--- config.mk ---
export PLATFORM = sky130hd
export DESIGN_NAME = ipv4_header_classifier_stats_core
export DESIGN_NICKNAME = d
export VERILOG_FILES = /design/src/hw/rtl/ihcs_pkg.sv /design/src/hw/rtl/ihcs_front.sv /design/src/hw/rtl/ihcs_job_fifo.sv /design/src/hw/rtl/ihcs_back.sv /design/src/hw/rtl/ipv4_header_classifier_stats_core.sv
export SDC_FILE = /design/constraint.sdc
export NUM_CORES = 2
export LEC_CHECK = 0
export BUFFER_PORTS_ARGS = -buffer_cell sky130_fd_sc_hd__buf_2
export CORE_MARGIN = 2
export CORE_UTILIZATION = 56
export DETAILED_ROUTE_END_ITERATION = 12
export GPL_TIMING_DRIVEN = 0
export PLACE_DENSITY = 0.79
export SETUP_SLACK_MARGIN = 0.5
export SYNTH_ARGS = -nofsm -noshare
export SYNTH_HDL_FRONTEND = slang
export SYNTH_SLANG_ARGS = --single-unit
--- constraint.sdc ---
create_clock -name clock -period 13.25 [get_ports clock]
set_input_delay 2.65 -clock clock [delete_from_list [all_inputs] [get_ports clock]]
set_output_delay 2.65 -clock clock [all_outputs]
set_load 0.03 [all_outputs]
--- src/hw/rtl/ihcs_pkg.sv ---
// Package for the IPv4 header classifier: beat types, codes, counter type
// and the small classification functions. No dependencies.
package ihcs_pkg;

   localparam int COUNTER_WIDTH     = 32;
   localparam int NUM_COUNTERS      = 12;
   localparam int NUM_PROTO_CLASSES = 7;
   localparam int BIN_BASE          = 7;
   localparam int NUM_BINS          = 5;
   localparam int JOB_DEPTH         = 2;
   localparam int RSP_DEPTH         = 2;
   localparam int NUM_LIMITS        = 4;

   typedef logic [COUNTER_WIDTH-1:0] cnt_type;

   typedef struct packed {
      logic       opcode;
      logic [7:0] data_byte;
      logic       frame_start;
      logic [3:0] stat_index;
   } req_type;

   typedef struct packed {
      logic [1:0]  record_kind;
      logic [31:0] src_addr;
      logic [31:0] dst_addr;
      logic [5:0]  header_len;
      logic [15:0] total_len;
      logic [2:0]  protocol_class;
      logic [2:0]  precedence;
      logic [2:0]  service_class;
      logic [2:0]  fragment_status;
      logic [15:0] first_byte_offset;
      logic [16:0] last_byte_offset;
      logic [31:0] count_value;
   } rsp_type;

   typedef struct packed {
      rsp_type    rec;
      logic [3:0] stat_index;
   } job_type;

   typedef struct packed {
      logic full;
      logic empty;
   } fifo_status_type;

   localparam logic OP_FRAME_BYTE = 1'b0;
   localparam logic OP_STAT_READ  = 1'b1;

   localparam logic [1:0] KIND_IPV4     = 2'd0;
   localparam logic [1:0] KIND_NOT_IPV4 = 2'd1;
   localparam logic [1:0] KIND_COUNT    = 2'd2;

   localparam logic [2:0] PROTO_ICMP  = 3'd0;
   localparam logic [2:0] PROTO_IGMP  = 3'd1;
   localparam logic [2:0] PROTO_IP    = 3'd2;
   localparam logic [2:0] PROTO_TCP   = 3'd3;
   localparam logic [2:0] PROTO_UDP   = 3'd4;
   localparam logic [2:0] PROTO_IPV6  = 3'd5;
   localparam logic [2:0] PROTO_OSPF  = 3'd6;
   localparam logic [2:0] PROTO_OTHER = 3'd7;

   localparam logic [7:0] IPPROTO_ICMP = 8'h01;
   localparam logic [7:0] IPPROTO_IGMP = 8'h02;
   localparam logic [7:0] IPPROTO_IP   = 8'h04;
   localparam logic [7:0] IPPROTO_TCP  = 8'h06;
   localparam logic [7:0] IPPROTO_UDP  = 8'h11;
   localparam logic [7:0] IPPROTO_IPV6 = 8'h29;
   localparam logic [7:0] IPPROTO_OSPF = 8'h59;

   localparam logic [2:0] SVC_DELAY       = 3'd0;
   localparam logic [2:0] SVC_THROUGHPUT  = 3'd1;
   localparam logic [2:0] SVC_RELIABILITY = 3'd2;
   localparam logic [2:0] SVC_COST        = 3'd3;
   localparam logic [2:0] SVC_NORMAL      = 3'd4;
   localparam logic [2:0] SVC_OTHER       = 3'd5;

   localparam logic [3:0] TOS_DELAY       = 4'b1000;
   localparam logic [3:0] TOS_THROUGHPUT  = 4'b0100;
   localparam logic [3:0] TOS_RELIABILITY = 4'b0010;
   localparam logic [3:0] TOS_COST        = 4'b0001;
   localparam logic [3:0] TOS_NORMAL      = 4'b0000;

   localparam logic [2:0] FRAG_NO_FRAG = 3'd0;
   localparam logic [2:0] FRAG_FIRST   = 3'd1;
   localparam logic [2:0] FRAG_MIDDLE  = 3'd2;
   localparam logic [2:0] FRAG_LAST    = 3'd3;
   localparam logic [2:0] FRAG_SINGLE  = 3'd4;

   localparam logic [15:0] FRAG_DF_MASK     = 16'h4000;
   localparam logic [15:0] FRAG_MF_MASK     = 16'h2000;
   localparam logic [15:0] FRAG_OFFSET_MASK = 16'h1FFF;
   localparam logic [15:0] ETHERTYPE_IPV4   = 16'h0800;

   localparam logic [1:0] CSR_BIN_SMALL  = 2'd0;
   localparam logic [1:0] CSR_BIN_MEDIUM = 2'd1;
   localparam logic [1:0] CSR_BIN_LARGE  = 2'd2;
   localparam logic [1:0] CSR_BIN_HUGE   = 2'd3;

   localparam logic [15:0] BIN_SMALL_RESET  = 16'd159;
   localparam logic [15:0] BIN_MEDIUM_RESET = 16'd639;
   localparam logic [15:0] BIN_LARGE_RESET  = 16'd1279;
   localparam logic [15:0] BIN_HUGE_RESET   = 16'd5119;

   // frame byte positions
   localparam logic [5:0] POS_ETH_TYPE_HI = 6'd12;
   localparam logic [5:0] POS_ETH_TYPE_LO = 6'd13;
   localparam logic [5:0] POS_VER_IHL     = 6'd14;
   localparam logic [5:0] POS_TOS         = 6'd15;
   localparam logic [5:0] POS_TLEN_HI     = 6'd16;
   localparam logic [5:0] POS_TLEN_LO     = 6'd17;
   localparam logic [5:0] POS_FRAG_HI     = 6'd20;
   localparam logic [5:0] POS_FRAG_LO     = 6'd21;
   localparam logic [5:0] POS_PROTO       = 6'd23;
   localparam logic [5:0] POS_SRC_FIRST   = 6'd26;
   localparam logic [5:0] POS_SRC_LAST    = 6'd29;
   localparam logic [5:0] POS_DST_FIRST   = 6'd30;
   localparam logic [5:0] POS_DST_PRE     = 6'd32;
   localparam logic [5:0] POS_DST_LAST    = 6'd33;

   function automatic logic [2:0] proto_class(input logic [7:0] proto);
      logic [2:0] pc;
      case (proto)
         IPPROTO_ICMP: pc = PROTO_ICMP;
         IPPROTO_IGMP: pc = PROTO_IGMP;
         IPPROTO_IP:   pc = PROTO_IP;
         IPPROTO_TCP:  pc = PROTO_TCP;
         IPPROTO_UDP:  pc = PROTO_UDP;
         IPPROTO_IPV6: pc = PROTO_IPV6;
         IPPROTO_OSPF: pc = PROTO_OSPF;
         default:      pc = PROTO_OTHER;
      endcase
      return pc;
   endfunction

   function automatic logic [2:0] service_class(input logic [7:0] tos);
      logic [2:0] sc;
      case (tos[4:1])
         TOS_DELAY:       sc = SVC_DELAY;
         TOS_THROUGHPUT:  sc = SVC_THROUGHPUT;
         TOS_RELIABILITY: sc = SVC_RELIABILITY;
         TOS_COST:        sc = SVC_COST;
         TOS_NORMAL:      sc = SVC_NORMAL;
         default:         sc = SVC_OTHER;
      endcase
      return sc;
   endfunction

   function automatic logic [31:0] cnt_to_word(input cnt_type c);
      logic [63:0] w;
      w = 64'(c);
      return w[31:0];
   endfunction

endpackage

--- src/hw/rtl/ihcs_front.sv ---
// Front end: accepts request beats, tracks the frame position, captures
// IPv4 header bytes and builds one job per record. Uses ihcs_pkg.
module ihcs_front (
   input  logic                     clock,
   input  logic                     reset,
   input  logic                     push,
   input  logic                     full,
   input  ihcs_pkg::req_type        req_data,
   output logic                     job_push,
   output ihcs_pkg::job_type        job_data
);
   import ihcs_pkg::*;

   logic [5:0]  pos_ff, pos_in;
   logic        in_frame_ff, in_frame_in;
   logic [7:0]  eth_hi_ff, eth_hi_in;
   logic [3:0]  ihl_ff, ihl_in;
   logic [7:0]  tos_ff, tos_in;
   logic [15:0] tlen_ff, tlen_in;
   logic [15:0] frag_ff, frag_in;
   logic [7:0]  proto_ff, proto_in;
   logic [31:0] src_ff, src_in;
   logic [23:0] dst_ff, dst_in;

   logic        accept;
   logic        live;
   logic [5:0]  pos_cur;
   logic [5:0]  hlen;
   logic [15:0] hlen_ext;
   logic [15:0] payload;
   logic [15:0] offset;
   logic [2:0]  frag_status;
   rsp_type     ipv4_rec;

   always_comb begin
      hlen     = {ihl_ff, 2'b00};
      hlen_ext = 16'(hlen);
      payload  = (tlen_ff >= hlen_ext) ? (tlen_ff - hlen_ext) : 16'd0;
      offset   = {frag_ff[12:0], 3'b000};
      if ((frag_ff & FRAG_DF_MASK) != 16'd0) begin
         frag_status = FRAG_NO_FRAG;
      end else if ((frag_ff & FRAG_MF_MASK) != 16'd0) begin
         frag_status = ((frag_ff & FRAG_OFFSET_MASK) != 16'd0) ? FRAG_MIDDLE : FRAG_FIRST;
      end else begin
         frag_status = ((frag_ff & FRAG_OFFSET_MASK) != 16'd0) ? FRAG_LAST : FRAG_SINGLE;
      end
      ipv4_rec                   = '0;
      ipv4_rec.record_kind       = KIND_IPV4;
      ipv4_rec.src_addr          = src_ff;
      ipv4_rec.dst_addr          = {dst_ff, req_data.data_byte};
      ipv4_rec.header_len        = hlen;
      ipv4_rec.total_len         = tlen_ff;
      ipv4_rec.protocol_class    = proto_class(proto_ff);
      ipv4_rec.precedence        = tos_ff[7:5];
      ipv4_rec.service_class     = service_class(tos_ff);
      ipv4_rec.fragment_status   = frag_status;
      ipv4_rec.first_byte_offset = offset;
      ipv4_rec.last_byte_offset  = 17'(offset) + 17'(payload);
   end

   always_comb begin
      accept      = push && !full;
      pos_cur     = req_data.frame_start ? 6'd0 : pos_ff;
      live        = req_data.frame_start || in_frame_ff;
      pos_in      = pos_ff;
      in_frame_in = in_frame_ff;
      eth_hi_in   = eth_hi_ff;
      ihl_in      = ihl_ff;
      tos_in      = tos_ff;
      tlen_in     = tlen_ff;
      frag_in     = frag_ff;
      proto_in    = proto_ff;
      src_in      = src_ff;
      dst_in      = dst_ff;
      job_push    = 1'b0;
      job_data    = '0;
      if (accept) begin
         if (req_data.opcode == OP_STAT_READ) begin
            job_push                 = 1'b1;
            job_data.rec.record_kind = KIND_COUNT;
            job_data.stat_index      = req_data.stat_index;
         end else if (live) begin
            in_frame_in = 1'b1;
            pos_in      = pos_cur + 6'd1;
            case (pos_cur) inside
               POS_ETH_TYPE_HI:                 eth_hi_in = req_data.data_byte;
               POS_VER_IHL:                     ihl_in = req_data.data_byte[3:0];
               POS_TOS:                         tos_in = req_data.data_byte;
               POS_TLEN_HI:                     tlen_in[15:8] = req_data.data_byte;
               POS_TLEN_LO:                     tlen_in[7:0] = req_data.data_byte;
               POS_FRAG_HI:                     frag_in[15:8] = req_data.data_byte;
               POS_FRAG_LO:                     frag_in[7:0] = req_data.data_byte;
               POS_PROTO:                       proto_in = req_data.data_byte;
               [POS_SRC_FIRST:POS_SRC_LAST]:    src_in = {src_ff[23:0], req_data.data_byte};
               [POS_DST_FIRST:POS_DST_PRE]:     dst_in = {dst_ff[15:0], req_data.data_byte};
               default: ;
            endcase
            if (pos_cur == POS_ETH_TYPE_LO &&
                {eth_hi_ff, req_data.data_byte} != ETHERTYPE_IPV4) begin
               in_frame_in              = 1'b0;
               pos_in                   = pos_cur;
               job_push                 = 1'b1;
               job_data.rec.record_kind = KIND_NOT_IPV4;
            end
            if (pos_cur == POS_DST_LAST) begin
               in_frame_in  = 1'b0;
               pos_in       = pos_cur;
               job_push     = 1'b1;
               job_data.rec = ipv4_rec;
            end
         end
      end
   end

   always_ff @(posedge clock) begin
      if (reset) begin
         pos_ff      <= '0;
         in_frame_ff <= 1'b0;
      end else begin
         pos_ff      <= pos_in;
         in_frame_ff <= in_frame_in;
      end
   end

   always_ff @(posedge clock) begin
      eth_hi_ff <= eth_hi_in;
      ihl_ff    <= ihl_in;
      tos_ff    <= tos_in;
      tlen_ff   <= tlen_in;
      frag_ff   <= frag_in;
      proto_ff  <= proto_in;
      src_ff    <= src_in;
      dst_ff    <= dst_in;
   end

endmodule

--- src/hw/rtl/ihcs_job_fifo.sv ---
// Short job queue between front and back ends.
// Register based, JOB_DEPTH entries. Uses ihcs_pkg.
module ihcs_job_fifo (
   input  logic                         clock,
   input  logic                         reset,
   input  logic                         push,
   input  ihcs_pkg::job_type            push_data,
   input  logic                         pop,
   output ihcs_pkg::job_type            head,
   output ihcs_pkg::fifo_status_type    status
);
   import ihcs_pkg::*;

   localparam int PTR_W = (JOB_DEPTH > 1) ? $clog2(JOB_DEPTH) : 1;
   localparam int CNT_W = $clog2(JOB_DEPTH + 1);

   job_type            entry_ff [JOB_DEPTH];
   logic [PTR_W-1:0]   wr_ptr_ff, wr_ptr_in;
   logic [PTR_W-1:0]   rd_ptr_ff, rd_ptr_in;
   logic [CNT_W-1:0]   cnt_ff, cnt_in;
   logic               do_push, do_pop;

   function automatic logic [PTR_W-1:0] next_ptr(input logic [PTR_W-1:0] p);
      return (p == PTR_W'(JOB_DEPTH - 1)) ? '0 : p + PTR_W'(1);
   endfunction

   always_comb begin
      status.full  = (cnt_ff == CNT_W'(JOB_DEPTH));
      status.empty = (cnt_ff == '0);
      do_push      = push && !status.full;
      do_pop       = pop && !status.empty;
      head         = entry_ff[rd_ptr_ff];
      wr_ptr_in    = do_push ? next_ptr(wr_ptr_ff) : wr_ptr_ff;
      rd_ptr_in    = do_pop ? next_ptr(rd_ptr_ff) : rd_ptr_ff;
      cnt_in       = cnt_ff + CNT_W'(do_push) - CNT_W'(do_pop);
   end

   always_ff @(posedge clock) begin
      if (reset) begin
         wr_ptr_ff <= '0;
         rd_ptr_ff <= '0;
         cnt_ff    <= '0;
      end else begin
         wr_ptr_ff <= wr_ptr_in;
         rd_ptr_ff <= rd_ptr_in;
         cnt_ff    <= cnt_in;
      end
   end

   always_ff @(posedge clock) begin
      if (do_push) begin
         entry_ff[wr_ptr_ff] <= push_data;
      end
   end

endmodule

--- src/hw/rtl/ihcs_back.sv ---
// Back end: retires one job a cycle while the result queue has room, updates the
// saturating statistics counters, answers counter reads, holds the result queue; uses ihcs_pkg.
module ihcs_back (
   input  logic                         clock,
   input  logic                         reset,
   input  ihcs_pkg::fifo_status_type    job_status,
   input  ihcs_pkg::job_type            job_head,
   output logic                         job_pop,
   input  logic                         csr_we,
   input  logic [1:0]                   csr_index,
   input  logic [15:0]                  csr_wdata,
   output logic                         empty,
   input  logic                         pop,
   output ihcs_pkg::rsp_type            rsp_data
);
   import ihcs_pkg::*;

   localparam int PTR_W = (RSP_DEPTH > 1) ? $clog2(RSP_DEPTH) : 1;
   localparam int CNT_W = $clog2(RSP_DEPTH + 1);
   localparam int IDX_W = $clog2(NUM_COUNTERS);

   logic [15:0]      limit_ff [NUM_LIMITS];
   logic [15:0]      limit_in [NUM_LIMITS];
   cnt_type          cnt_ff [NUM_COUNTERS];
   cnt_type          cnt_in [NUM_COUNTERS];
   rsp_type          q_ff [RSP_DEPTH];
   logic [PTR_W-1:0] wr_ptr_ff, wr_ptr_in;
   logic [PTR_W-1:0] rd_ptr_ff, rd_ptr_in;
   logic [CNT_W-1:0] q_cnt_ff, q_cnt_in;

   logic                    take;
   logic                    do_pop;
   logic                    is_ipv4;
   logic [15:0]             tlen;
   logic [NUM_BINS-1:0]     bin_hit;
   logic [NUM_COUNTERS-1:0] hit;
   logic [31:0]             read_value;
   rsp_type                 result;

   function automatic logic [PTR_W-1:0] next_ptr(input logic [PTR_W-1:0] p);
      return (p == PTR_W'(RSP_DEPTH - 1)) ? '0 : p + PTR_W'(1);
   endfunction

   always_comb begin
      take    = !job_status.empty && (q_cnt_ff != CNT_W'(RSP_DEPTH));
      job_pop = take;
      is_ipv4 = take && (job_head.rec.record_kind == KIND_IPV4);
      tlen    = job_head.rec.total_len;
      bin_hit = '0;
      if (tlen != 16'd0) begin
         if (tlen <= limit_ff[CSR_BIN_SMALL]) begin
            bin_hit[0] = 1'b1;
         end else if (tlen <= limit_ff[CSR_BIN_MEDIUM]) begin
            bin_hit[1] = 1'b1;
         end else if (tlen <= limit_ff[CSR_BIN_LARGE]) begin
            bin_hit[2] = 1'b1;
         end else if (tlen <= limit_ff[CSR_BIN_HUGE]) begin
            bin_hit[3] = 1'b1;
         end else begin
            bin_hit[4] = 1'b1;
         end
      end
      hit = '0;
      for (int i = 0; i < NUM_PROTO_CLASSES; i++) begin
         hit[i] = is_ipv4 && (job_head.rec.protocol_class == 3'(i));
      end
      for (int b = 0; b < NUM_BINS; b++) begin
         hit[BIN_BASE + b] = is_ipv4 && bin_hit[b];
      end
      for (int i = 0; i < NUM_COUNTERS; i++) begin
         cnt_in[i] = (hit[i] && cnt_ff[i] != '1) ? cnt_ff[i] + cnt_type'(1) : cnt_ff[i];
      end
      for (int i = 0; i < NUM_LIMITS; i++) begin
         limit_in[i] = (csr_we && csr_index == 2'(i)) ? csr_wdata : limit_ff[i];
      end
   end

   always_comb begin
      if (job_head.stat_index < 4'(NUM_COUNTERS)) begin
         read_value = cnt_to_word(cnt_ff[job_head.stat_index[IDX_W-1:0]]);
      end else begin
         read_value = 32'd0;
      end
      result = job_head.rec;
      if (job_head.rec.record_kind == KIND_COUNT) begin
         result.count_value = read_value;
      end
   end

   always_comb begin
      empty     = (q_cnt_ff == '0);
      do_pop    = pop && !empty;
      rsp_data  = q_ff[rd_ptr_ff];
      wr_ptr_in = take ? next_ptr(wr_ptr_ff) : wr_ptr_ff;
      rd_ptr_in = do_pop ? next_ptr(rd_ptr_ff) : rd_ptr_ff;
      q_cnt_in  = q_cnt_ff + CNT_W'(take) - CNT_W'(do_pop);
   end

   always_ff @(posedge clock) begin
      if (reset) begin
         limit_ff[CSR_BIN_SMALL]  <= BIN_SMALL_RESET;
         limit_ff[CSR_BIN_MEDIUM] <= BIN_MEDIUM_RESET;
         limit_ff[CSR_BIN_LARGE]  <= BIN_LARGE_RESET;
         limit_ff[CSR_BIN_HUGE]   <= BIN_HUGE_RESET;
         for (int i = 0; i < NUM_COUNTERS; i++) begin
            cnt_ff[i] <= '0;
         end
         wr_ptr_ff <= '0;
         rd_ptr_ff <= '0;
         q_cnt_ff  <= '0;
      end else begin
         for (int i = 0; i < NUM_LIMITS; i++) begin
            limit_ff[i] <= limit_in[i];
         end
         for (int i = 0; i < NUM_COUNTERS; i++) begin
            cnt_ff[i] <= cnt_in[i];
         end
         wr_ptr_ff <= wr_ptr_in;
         rd_ptr_ff <= rd_ptr_in;
         q_cnt_ff  <= q_cnt_in;
      end
   end

   always_ff @(posedge clock) begin
      if (take) begin
         q_ff[wr_ptr_ff] <= result;
      end
   end

endmodule

--- src/hw/rtl/ipv4_header_classifier_stats_core.sv ---
// Top level of the IPv4 header classifier with statistics counters.
// Depends on ihcs_pkg, ihcs_front, ihcs_job_fifo and ihcs_back.
//
//   channel   handshake          payload     beat moves
//   request   push / full        req_data    frame byte or counter read
//   result    empty / pop        rsp_data    header record or counter value
//   csr       csr_we             csr_wdata   bin limit at csr_index
//
// One request beat per cycle while full is low. A result is registered first in
// the job queue, then in the back end's result queue, before it shows.
// Reset clears frame tracking, both queues, counters and restores bin limits.
// full follows the two-entry job queue; a held-off result queue stalls only
// the back end until both queues fill.
module ipv4_header_classifier_stats_core (
   input  logic                 clock,
   input  logic                 reset,
   input  logic                 push,
   output logic                 full,
   input  ihcs_pkg::req_type    req_data,
   output logic                 empty,
   input  logic                 pop,
   output ihcs_pkg::rsp_type    rsp_data,
   input  logic                 csr_we,
   input  logic [1:0]           csr_index,
   input  logic [15:0]          csr_wdata
);
   import ihcs_pkg::*;

   logic            job_push;
   job_type         job_in;
   job_type         job_head;
   logic            job_pop;
   fifo_status_type job_status;

   assign full = job_status.full;

   ihcs_front u_front (
      .clock    (clock),
      .reset    (reset),
      .push     (push),
      .full     (job_status.full),
      .req_data (req_data),
      .job_push (job_push),
      .job_data (job_in)
   );

   ihcs_job_fifo u_job_fifo (
      .clock     (clock),
      .reset     (reset),
      .push      (job_push),
      .push_data (job_in),
      .pop       (job_pop),
      .head      (job_head),
      .status    (job_status)
   );

   ihcs_back u_back (
      .clock      (clock),
      .reset      (reset),
      .job_status (job_status),
      .job_head   (job_head),
      .job_pop    (job_pop),
      .csr_we     (csr_we),
      .csr_index  (csr_index),
      .csr_wdata  (csr_wdata),
      .empty      (empty),
      .pop        (pop),
      .rsp_data   (rsp_data)
   );

`ifndef ASSERT_OFF
   a_reset_idle: assert property (@(posedge clock)
      reset |=> (empty && !full))
      else $error("queues not empty after reset");

   a_full_has_jobs: assert property (@(posedge clock) disable iff (reset)
      full |-> !job_status.empty)
      else $error("full with no queued job");

   a_read_latency: assert property (@(posedge clock) disable iff (reset)
      (push && !full && req_data.opcode == OP_STAT_READ && empty && job_status.empty)
      |-> ##2 !empty)
      else $error("counter read result missing");

   a_pop_only_taken: assert property (@(posedge clock) disable iff (reset)
      job_pop |-> !job_status.empty)
      else $error("back end took from empty job queue");
`endif

endmodule

# Word-level counts from Yosys, hierarchy flattened

Memories as Yosys holds them, arrays and structs flattened. A register that Yosys moved wholly into a read port is not among the register bits.
Index checks and enable logic that the tools add are counted.

Register bits after elaboration: 130
Bits in latches: 0
Memory bits (writable): 1,116
Bits in read-only memories: 0
Input port bits: 37
Logic and storage cells: 277
Memories kept: 4

Memories:

| name                | depth | bits a word | read ports | clocked after memory_dff | write ports | RTL line            | RTL |
|---|---|---|---|---|---|---|---|
| u_back.cnt_ff       | 12    | 32          | 13         | 0                        | 12          | ihcs_back.sv:24     | `cnt_type cnt_ff [NUM_COUNTERS];` |
| u_job_fifo.entry_ff | 2     | 169         | 1          | 1                        | 1           | ihcs_job_fifo.sv:17 | `job_type entry_ff [JOB_DEPTH];` |
| u_back.q_ff         | 2     | 165         | 1          | 1                        | 1           | ihcs_back.sv:26     | `rsp_type q_ff [RSP_DEPTH];` |
| u_back.limit_ff     | 4     | 16          | 4          | 0                        | 4           | ihcs_back.sv:22     | `logic [15:0] limit_ff [NUM_LIMITS];` |

Add/sub/neg operators: 23
Multipliers: 0
Div/mod/pow operators: 0
Magnitude comparators: 10
Equal/unequal tests: 50
Shift-type cells: 0
Mux-type cells: 82
Bitwise logic cells: 26
Reduce and logical (&&, ||, !) cells: 64

Operator list:

| cell                    | count |
|---|---|
| $mux W32                | 26 |
| $add A32 B1 Y32 const B | 12 |
| $ne A32 B32 Y1 const B  | 12 |
| $mux W169               | 1 |
| $mux W165               | 1 |
| $mux W164               | 1 |
| $mux W163               | 1 |
| $mux W16                | 9 |
| $le A16 B16 Y1          | 4 |
| $logic_and A1 B1 Y1     | 37 |
| $reduce_bool A16 Y1     | 2 |
| $eq A6 B5 Y1 const B    | 5 |
| $mux W1                 | 28 |
| $eq A6 B4 Y1 const B    | 4 |
| $pmux W3 S7             | 1 |
| $mux W6                 | 3 |
| $add A16 B16 Y17        | 1 |
| $eq A8 B3 Y1 const B    | 2 |
| $ge A16 B6 Y1           | 1 |
| $ne A16 B12 Y1 const B  | 1 |
| $or A1 B1 Y1            | 16 |
| $sub A16 B6 Y16         | 1 |
| $pmux W3 S5             | 1 |
| $reduce_and A13 Y1      | 1 |
| 46 further kinds        | 84 |

# Depth between registers and ports, before layout

Depth after elaboration: 11
Mapped depth: 24
Mapped depth without buffers: 23

# Cells and area by module

Synthesis repeated with hierarchy kept, for this count alone.

Cells, all modules: 4,605
Area total of the unflattened synthesis: 56,128.8 sq um

By module, submodules not included:

| module        | times used | cells each | area each (sq um) |
|---|---|---|---|
| ihcs_back     | 1          | 3,479      | 36,886.6 |
| ihcs_job_fifo | 1          | 553        | 12,847.3 |
| ihcs_front    | 1          | 573        | 6,394.9 |

# Least setup slack after synthesis

No wires, ideal clock.

Path kind: input-to-reg
From: in req_data[4] (netlist bit)
To: mem u_job_fifo.entry_ff[0][0] (netlist bit), enable pin
Data arrival time: 12.953 ns
Data required time: 12.464 ns
Setup slack: -0.488 ns
Cell stages on the path: 8
Path buffers: 1
Cells stage by stage: clkbuf_1 > nand2b_1 > inv_1 > ha_1 > or3b_2 > a21oi_1 > nor2_1 > nor3_1

Longest elaborated chain between the ends: 11
Elaborated cells on any way between the ends: 13
Classes of those cells: eq/ne: 2; mux: 8; reduce/logical: 3

RTL lines:

| what                              | RTL line                                | RTL |
|---|---|---|
| from (decl)                       | ipv4_header_classifier_stats_core.sv:19 | `input ihcs_pkg::req_type req_data,` |
| $mux W6                           | ihcs_front.sv:63                        | `pos_cur = req_data.frame_start ? 6'd0 : pos_ff;` |
| $eq A6 B4 Y1                      | ihcs_front.sv:98                        | `if (pos_cur == POS_ETH_TYPE_LO &&` |
| $logic_and A1 B1 Y1               | ihcs_front.sv:98                        |  |
| $mux W1                           | ihcs_front.sv:98                        |  |
| $mux W1                           | ihcs_front.sv:105                       | `if (pos_cur == POS_DST_LAST) begin` |
| $mux W1 (*)                       | ihcs_front.sv:82                        | `end else if (live) begin` |
| $mux W1 (*)                       | ihcs_front.sv:78                        | `if (req_data.opcode == OP_STAT_READ) begin` |
| $mux W1 (*)                       | ihcs_front.sv:77                        | `if (accept) begin` |
| $logic_and A1 B1 Y1 (*)           | ihcs_job_fifo.sv:30                     | `do_push = push && !status.full;` |
| $mux W1 (*)                       | ihcs_job_fifo.sv:51                     | `if (do_push) begin` |
| $mux W1 (not written as such) (*) | ihcs_job_fifo.sv:52                     | `entry_ff[wr_ptr_ff] <= push_data;` |
| to (decl)                         | ihcs_job_fifo.sv:17                     |  |

Every way passes the cells marked *; elsewhere a longest branch is shown, timed or not.

==> impl_metrics.tcl <==
set metrics [dict create \
    finalNetCount 4779 \
    timing.clock.skew_ps 50.38 \
    first_global_vias 34300 \
    design.die.area_um2 94970 \
    final_cell_count_no_fill 5926 \
    filler_cells 6667 \
    layout-drive-gt1-share_pct 18.12 \
    peakVddDrop_v 0.0001288 \
    synthDistinctLibCells 80 \
    drt_iter0_drc 3563 \
    layout_setup_ws_ps 6190 \
    cell_count_post_placement 5706 \
    area_growth_syn_to_layout_pct 13.94 \
    cts.clk_slew.worst_paths_ps 70 \
    synth.top_cells.by_area "edfxtp_1 40%, dfxtp_1 18%, mux2_2 6.3%" \
    worst_tran_pin_value_ps 1406 \
    core_occupancy_in_the_finished_layout_pct 64.41 \
    globalRoute.totalOverflow 0 \
    crit_chain "buf_2 -> buf_4 -> buf_1 -> clkbuf_1 -> clkbuf_1 -> mux2_2 -> ha_1 -> and4_1 -> a221o_1 -> a211oi_1 -> o21ai_1 -> nor3_1 -> clkbuf_1 -> nand4_1 -> xor2_1 -> nor2_1" \
    grt_max_degree 53 \
    worstPathRequired_ps 13830 \
    placement.setup.worst_slack_ps 6299 \
    slew_viol_final 0 \
    cp_top_family "buffers and inverters" \
    most-common-layout-cells "698 x edfxtp_1, 538 x nor2_1, 465 x dfxtp_1" \
    cts.root.buffer_cell "clkbuf_16" \
    antenna_violations_before_repair 8 \
    cp_common_cell "clkbuf_1" \
    post_cts_buffers 0 \
    path_type_of_the_worst_setup_path "flip-flop to flip-flop" \
    synth_enable_flop_cells 698 \
    power.leakage_nw 20.90 \
    detail_route.first_pass.iterations 5 \
    synth_top_area_share_pct 40.45 \
    max_fo_critical_path 10 \
    numPortBuffers 197 \
    ant_nets 0 \
    status "finished clean" \
    synth_area_per_cell_um2 12.06 \
    dieHeight_um 308.2 \
    design.core.area_um2 91660 \
    netlist_instances 4295 \
    ctsHtreeMaxLevel 3 \
    timing.critical_path.slowest_stage_cell "buf_1" \
    route.final.wire_length_um 131500 \
    layout_commonest_cell "edfxtp_1" \
    final_hold_violating_endpoints 0 \
    io_pins 204 \
    critPathLaunchType "flip-flop" \
    rsz0062_at_grt "no" \
    die_w_um 308.2 \
    synth_top_area_cell "edfxtp_1" \
    synth-async-reset-ratio_pct 0 \
    fmaxAchievable_mhz 141.6 \
    grt_pass1_wl_um 198200 \
    slew_headroom_pct 3.609 \
    power.density_nw_per_um2 178.9 \
    worst-endpoint-arrival_ps 7640 \
    globalplace.congestion 0.9536 \
    postSynthRegisterBits 1163 \
    starting_utilization_of_the_core_area_pct 56.53 \
    ctsResizeCount 0 \
    setup-tns-final_ps 0 \
    synth.yosys.seq_area_share_pct 58.42 \
    route.detailed.wl_per_inst_um 22.20 \
    grtUsageTotal_pct 27.31 \
    final_period_minus_worst_setup_slack_ps 7060 \
    timing.critical_path.buf_inv 6 \
    critPathMaxStageDelay_ps 830 \
    insertion_delay_ps 740 \
    hold_class "flip-flop to flip-flop" \
    std_cell_rows 111 \
    post_synth_design_cell_area_um2 51810 \
    detail_route.drc_violations 0 \
    critical_path_end_type "flip-flop" \
    placed_cell_area_um2 54830 \
    dp_hpwl_um 94830 \
    most_frequently_used_flop_master_after_synthesis "edfxtp_1" \
    number_of_max_cap_violations 0 \
    num_vias 35750 \
    ys.warnings.count 0 \
    tritoncts "built" \
    clock_path_buffers 3 \
    vias_per_cell 6.033 \
    post-route-cell-area_um2 59040 \
    post-route-period-util_pct 53.28 \
    cts.sinks 1163 \
    setup_viol 0 \
    cts_hold_repair.buffers 0 \
    numCtsBuffers 115 \
]
layer usage:
layer | up-vias | GRT usage (%) | share of wire [%]
li1 | 16340 | - | -
met1 | 17530 | 35.97 | 40
met2 | 1598 | 45.75 | 48
met3 | 278 | 4.130 | 8.5
met4 | 4 | 10.35 | 3.7
met5 | - | 0 | 0.021
metrics by stage:
stage / power [mW] / hold WS [ps]
floorplan: 6.276 / 417.4
global placement: 7.058 / 417.8
detailed placement: 7.058 / 426.5
CTS: 10.59 / 439.6
global route: 10.90 / 444.5
finish: 10.56 / 441.6
report_power, final:
| group | switching [mW] | leakage (nW) | internal [mW] |
|---|---|---|---|
| Combinational | 1.71 | 8.78 | 0.873 |
| Sequential | 0.0927 | 10.1 | 4.33 |
| Clock | 1.44 | 2.02 | 2.12 |
| Total | 3.24 | 20.9 | 7.32 |
kinds of logic (layout without fill, tap and decap cells):
| logic type | Yosys count | in the layout | share of synthesized area, % |
|---|---|---|---|
| fa+ha+maj | 105 | 105 | 2.564 |
| compound gates | 313 | 313 | 3.675 |
| other cells | 1 | 9 | 0.007237 |
| flops | 1163 | 1163 | 58.42 |
| xor+xnor | 353 | 353 | 5.967 |
| simple gates | 1592 | 1592 | 15.42 |
| mux | 437 | 437 | 11.41 |
| buf+inv | 331 | 768 | 2.545 |
cells in the mapped netlist, drive strengths merged (9+ instances only):
master,n
mux2,288
a21oi,120
nor3,75
or4,10
nand2b,10
o211ai,19
a211oi,47
inv,124
or2,9
nor2,539
buf,40
xor2,227
xnor2,126
nor4,37
clkbuf,166
and4,53
and2,33
a21o,11
and3,174
o21ai,77
mux4,94
nor2b,16
dfxtp,465
ha,103
nand4,133
or3,48
edfxtp,698
nor3b,14
nand2,261
mux2i,55
nand3,157
sequential cells by signal, summed over array words and instances (netlist names), named ones only:
signal and count:
u_job_fifo.wr_ptr_ff 1, u_front.dst_ff 24, u_back.q_cnt_ff 2, u_front.eth_hi_ff 8
u_front.ihl_ff 4, u_back.limit_ff 64, u_back.wr_ptr_ff 1, u_front.pos_ff 6
u_front.proto_ff 8, u_front.tlen_ff 16, u_front.in_frame_ff 1, u_front.tos_ff 7
u_back.rd_ptr_ff 1, u_job_fifo.cnt_ff 2, u_front.frag_ff 15, u_front.src_ff 32
u_back.cnt_ff 384, u_job_fifo.entry_ff 264, u_back.q_ff 320, u_job_fifo.rd_ptr_ff 1
worst paths after layout:
check	start	to	slack, ps	cells after the start
worst max-delay path	flip-flop	u_back.cnt_ff[7][31]$_SDFFE_PP0P_	6190	16
worst min-delay path	u_front.src_ff[2]$_DFFE_PP_	u_front.src_ff[10]$_DFFE_PP_	440	0
worst max register to register	flip-flop	u_back.cnt_ff[7][31]$_SDFFE_PP0P_	6190	16
worst min register to register	u_front.src_ff[2]$_DFFE_PP_	u_front.src_ff[10]$_DFFE_PP_	440	0
final cells by class:
type	count	area, µm²	share of cell area (%)
Inverter	125	469.2	0.7947
Buffer	206	849.6	1.439
Clock inverter	76	1100	1.863
Multi-Input combinational cell	2805	20300	34.38
Clock buffer	140	3087	5.228
Sequential cell	1163	30270	51.27
Timing Repair Buffer	221	1473	2.494
Antenna cell	4	10.01	0.01695
Tap cell	1186	1484	2.514
(Power assumes the default switching activity.)
